[config.mk]
export PLATFORM = sky130hd
export DESIGN_NAME = orb_ctrl
export DESIGN_NICKNAME = d
export VERILOG_FILES = /design/src/sv/orb_pkg.sv /design/src/sv/orb_ctrl.sv
export SDC_FILE = /design/constraint.sdc
export NUM_CORES = 1
export LEC_CHECK = 0
export BUFFER_PORTS_ARGS = -buffer_cell sky130_fd_sc_hd__clkbuf_2
export CAP_MARGIN = 40
export CORE_AREA = 4 4 41 43
export DETAILED_ROUTE_END_ITERATION = 6
export DIE_AREA = 0 0 45 47
export GPL_TIMING_DRIVEN = 0
export PLACE_DENSITY = 0.46
export SLEW_MARGIN = 40
export SYNTH_ARGS = -nofsm -noshare
export SYNTH_HDL_FRONTEND = slang
export SYNTH_SLANG_ARGS = --single-unit
[constraint.sdc]
create_clock -name clk -period 2 [get_ports clk]
set_input_delay 0.5 -clock clk [delete_from_list [all_inputs] [get_ports clk]]
set_output_delay 0.5 -clock clk [all_outputs]
set_load 0.01 [all_outputs]
[src/sv/orb_pkg.sv]
// Shared types and constants for the overwriting ring buffer.
// No dependencies; imported by the controller, the datapath and the top level.
package orb_pkg;

    // Default geometry of the slot store
    localparam int DEPTH_LOG2_DEF = 8;
    localparam int ELEM_WIDTH_DEF = 32;

    // Log2 of the capacity selected after reset, clamped to the store depth
    localparam int CAP_RESET = 8;

    // Fixed port widths
    localparam int DATA_W = 32;
    localparam int CFG_W  = 4;

    // Request codes
    typedef enum logic [1:0] {
        ACT_PUSH  = 2'd0,
        ACT_POP   = 2'd1,
        ACT_PEEK  = 2'd2,
        ACT_CLEAR = 2'd3
    } act_t;

    // Commands from the controller to the datapath
    typedef struct packed {
        logic load;       // capture request, launch slot read
        logic exec;       // execute captured request, register result
        logic wr_mem;     // write captured element at write index
        logic adv_rd;     // advance read index
        logic adv_wr;     // advance write index
        logic clear;      // return both indices to zero
        logic rd_valid;   // result carries the oldest element
        logic underflow;  // pop or peek on an empty buffer
        logic overwrote;  // push discarded the oldest element
    } orb_cmd_t;

    // Status from the datapath to the controller
    typedef struct packed {
        logic empty;
        logic full;
    } orb_stat_t;

endpackage

[src/sv/orb_ctrl.sv]
// Controller for the overwriting ring buffer: request capture and decode.
// Depends on orb_pkg for the request codes and the command and status structs.
module orb_ctrl
(
    input  logic               clk,
    input  logic               rst_n,
    input  logic               start,
    input  logic [1:0]         action,
    input  orb_pkg::orb_stat_t stat,
    output orb_pkg::orb_cmd_t  cmd,
    output logic               busy,
    output logic               cfg_ready,
    output logic               done
);
    import orb_pkg::*;

    typedef enum logic [1:0] {
        ST_IDLE = 2'b01,
        ST_EXEC = 2'b10
    } state_t;

    state_t state_reg;
    state_t state_next;
    act_t   act_reg;
    logic   done_reg;
    logic   accept;

    assign busy      = (state_reg == ST_EXEC);
    assign cfg_ready = (state_reg == ST_IDLE);
    assign done      = done_reg;
    assign accept    = start && (state_reg == ST_IDLE);

    // Advance the state machine
    always_comb
    begin
        state_next = state_reg;
        unique case (state_reg)
            ST_IDLE:
            begin
                if (start)
                begin
                    state_next = ST_EXEC;
                end
            end
            ST_EXEC:
            begin
                state_next = ST_IDLE;
            end
            default:
            begin
                state_next = ST_IDLE;
            end
        endcase
    end

    // Decode the captured request against the buffer status
    always_comb
    begin
        cmd      = '0;
        cmd.load = accept;
        if (state_reg == ST_EXEC)
        begin
            cmd.exec = 1'b1;
            unique case (act_reg)
                ACT_PUSH:
                begin
                    cmd.wr_mem    = 1'b1;
                    cmd.adv_wr    = 1'b1;
                    cmd.adv_rd    = stat.full;
                    cmd.overwrote = stat.full;
                end
                ACT_POP:
                begin
                    cmd.underflow = stat.empty;
                    cmd.rd_valid  = !stat.empty;
                    cmd.adv_rd    = !stat.empty;
                end
                ACT_PEEK:
                begin
                    cmd.underflow = stat.empty;
                    cmd.rd_valid  = !stat.empty;
                end
                ACT_CLEAR:
                begin
                    cmd.clear = 1'b1;
                end
                default:
                begin
                    cmd.clear = 1'b0;
                end
            endcase
        end
    end

    // Hold state, strobe the result in the cycle after execution
    always_ff @(posedge clk or negedge rst_n)
    begin
        if (!rst_n)
        begin
            state_reg <= ST_IDLE;
            done_reg  <= 1'b0;
        end
        else
        begin
            state_reg <= state_next;
            done_reg  <= (state_reg == ST_EXEC);
        end
    end

    // Capture the request code
    always_ff @(posedge clk)
    begin
        if (accept)
        begin
            act_reg <= act_t'(action);
        end
    end

endmodule

==> impl_metrics.csv <==
group,metric,value,unit
critical_path,slowest_delay,540,ps
critical_path,critPathArrivalTime,1360,ps
pwr,seq_power_share,42.3,%
global_route,antenna_found_initial,0,
critical_path,r2r_end,"act_reg[1]$_DFFE_PP_",
cts,htreeDepth,1,
layout,fin_nets,59,
synth,synth_cell_types,14,
cts,clk_pin_slew,40,ps
timing,finalCritPeriodShare,93.1,%
timing,slew_headroom,87.8,%
timing,skew,2.52,ps
drt,vias,233,
cts,cts_buffers,3,
timing,grt_setup_unrepaired,"no",
synth,avgSynthCellArea,11.5,um2
cts,cts_sinks,5,
floorplan,io_pins,19,
floorplan,start_util,23.0,%
drt,antenna_left,0,
synth,yosysTopAreaCellShare,20.1,%
synth,netlist_instances,26,
pwr,power.total,290,uW
critical_path,critPathTopFamily,"flip-flops",
global_route,grt_usage,5.72,%
placed_design,gp_congestion,0.650,
hold_path,hp-class,"in -> async",
pwr,power_density,667,nW/um2
cts,clock_path_buffers,2,
timing,period_minus_slack,1860,ps
global_route,grt_max_degree,10,
global_route,grt_pass1_wl,848,um
critical_path,path_class,"reg -> out",
cts,clk_latency,240,ps
critical_path,path_max_fanout,4,
floorplan,die_w,45,um
critical_path,worstRegToRegCells,2,
layout,area_growth,45.2,%
run,maxCapViolCount,0,
cts,post_cts_buffers,0,
pwr,leakagePower,0.247,nW
layout,multi_input_area,133,um2
drt,drcViolationCount,0,
critical_path,start_kind,"register",
cts,root_buffer,"clkbuf_4",
floorplan,core,1300,um2
cts,cts_tree,"yes",
synth,syn_nets,36,
drt,routed_wl,512,um
pwr,power.share.clock,38.6,%
synth,synth_area_leaders,"edfxtp_1, dfrtp_1, ha_1",
floorplan,fp-row-count,13,
layout,nFillCells,143,
pwr,p_sw,67.1,uW
synth,yosys_register_bits,5,
timing,worst_slew_pin_slew,182,ps
cts,cts_resized,0,
layout,diodes,0,
pwr,swShare,23.2,%
drt,vias_per_cell,3.70,
critical_path,cpMaxStageDelayCell,"dfstp_2",
pwr,ir_worst_vdd,261,uV
global_route,grt_overflow,0,
floorplan,die_y,47,um
run_status,run_status,"finished clean",
timing,hold_viol,0,
synth,yosys_warnings,0,
drt,drt_iter0_drc,2,
synth,yosysSeqAreaShare,45.6,%
timing,setup_viol,0,
critical_path,r2r_slack,810,ps
timing,max_freq,537,MHz
pwr,power.internal,223,uW
drt,wire_per_inst,8.13,um
synth,yosysTopAreaCell,"edfxtp_1",
timing,maxSlewViolCount,0,
drt,first_pass_iters,2,
global_route,grt_pass1_vias,224,
critical_path,crit_required,1500,ps
layout,register_area,136,um2
cts,ctsHoldBuffers,0,
floorplan,dieArea,2120,um2
critical_path,crit_chain,"and2b_4, and2_1, buf_4, clkbuf_2",
timing,finalSetupTns,0,ps
critical_path,path_buf_inv,2,
placed_design,io_buffers,18,
pwr,comb_power_share,19.0,%
critical_path,rr_startpoint,"state_reg[0]$_DFFE_PN1P_",
layout,fin_area,434,um2
placed_design,dpl_cell_area,408,um2
synth,synth_area,299,um2
critical_path,critPathCaptureType,"primary output",
layout,drive_gt1_share,58.3,%
power by group through the flow:
stage | Combinational, mW | Clock, mW | Sequential, mW
floorplan | 0.0336 | 0 | 0.124
global placement | 0.0558 | 0 | 0.124
detailed placement | 0.0560 | 0 | 0.124
CTS | 0.0564 | 0.120 | 0.123
global route | 0.0621 | 0.122 | 0.124
finish | 0.0551 | 0.112 | 0.123
layout make-up:
class	instances	share of cell area, %
plain buffers	3	5.19
clock buffers	4	6.05
inverters	2	1.73
multi-input cells	16	30.5
flip-flops and latches	5	31.4
well taps	15	4.32
repair buffers	18	20.7
per-stage QoR:
stage | hold WS [ps] | utilization [%] | std cells | setup slack [ps]
5_1_grt | 47.5 | 33.4 | 63 | 72.4
2_1_floorplan | 204 | - | 26 | 499
3_3_place_gp | 299 | 31.3 | 59 | 385
3_5_place_dp | 301 | 31.3 | 59 | 385
6_report | 49.6 | 33.4 | 63 | 139
4_1_cts | 39.6 | 33.4 | 63 | 114
per-layer routing:
metal / share of wire (%) / vias to the layer above / routed length, um / GRT usage [%]
met1: 40 / 92 / 207 / 7.16
li1: - / 124 / - / -
met4: 0 / 0 / 0 / 5.26
met5: 0 / - / 0 / 0
met3: 21 / 0 / 106 / 1.15
met2: 39 / 17 / 198 / 8.19
logic make-up (layout without fill, tap and decap cells):
group / count (synthesis) / after routing / share of synthesized area [%]
AOI/OAI and AO/OA: 1 / 1 / 3.77
and+or+nand+nor: 12 / 12 / 28.0
adders and majority gates: 3 / 3 / 12.6
DFF: 5 / 5 / 45.6
buffers and inverters: 5 / 27 / 10.0
cells in the final DEF (no fill, tap or decap), drive strengths merged:
master  Yosys  routed
clkbuf      0      22
and2        4       4
ha          3       3
buf         3       3
inv         2       2
and3        2       2
nand2       2       2
edfxtp      2       2
dfrtp       2       2
nor2b       1       1
and3b       1       1
and2b       1       1
nand2b      1       1
a21boi      1       1
dfstp       1       1
worst reg2reg max path, cell delays in order, from the launching register on:
cell	delay (ps)
dfstp_2	540
and2b_4	170
and2_1	180
Yosys cell counts, drive strengths merged:
master  number
dfstp        1
ha           3
and2         4
nand2b       1
inv          2
nand2        2
edfxtp       2
dfrtp        2
a21boi       1
nor2b        1
and3b        1
and2b        1
and3         2
buf          3
worst max path at each step:
stage | startpoint | endpoint | depth (start not counted)
4_1_cts | state_reg[0]$_DFFE_PN1P_ | cmd[8] | 4
3_5_place_dp | state_reg[0]$_DFFE_PN1P_ | cmd[8] | 4
3_3_place_gp | state_reg[0]$_DFFE_PN1P_ | cmd[8] | 4
6_report | state_reg[0]$_DFFE_PN1P_ | cmd[8] | 4
2_1_floorplan | state_reg[0]$_DFFE_PN1P_ | cmd[8] | 3
5_1_grt | state_reg[0]$_DFFE_PN1P_ | cmd[8] | 4
Power figures use the tool's default switching activity.
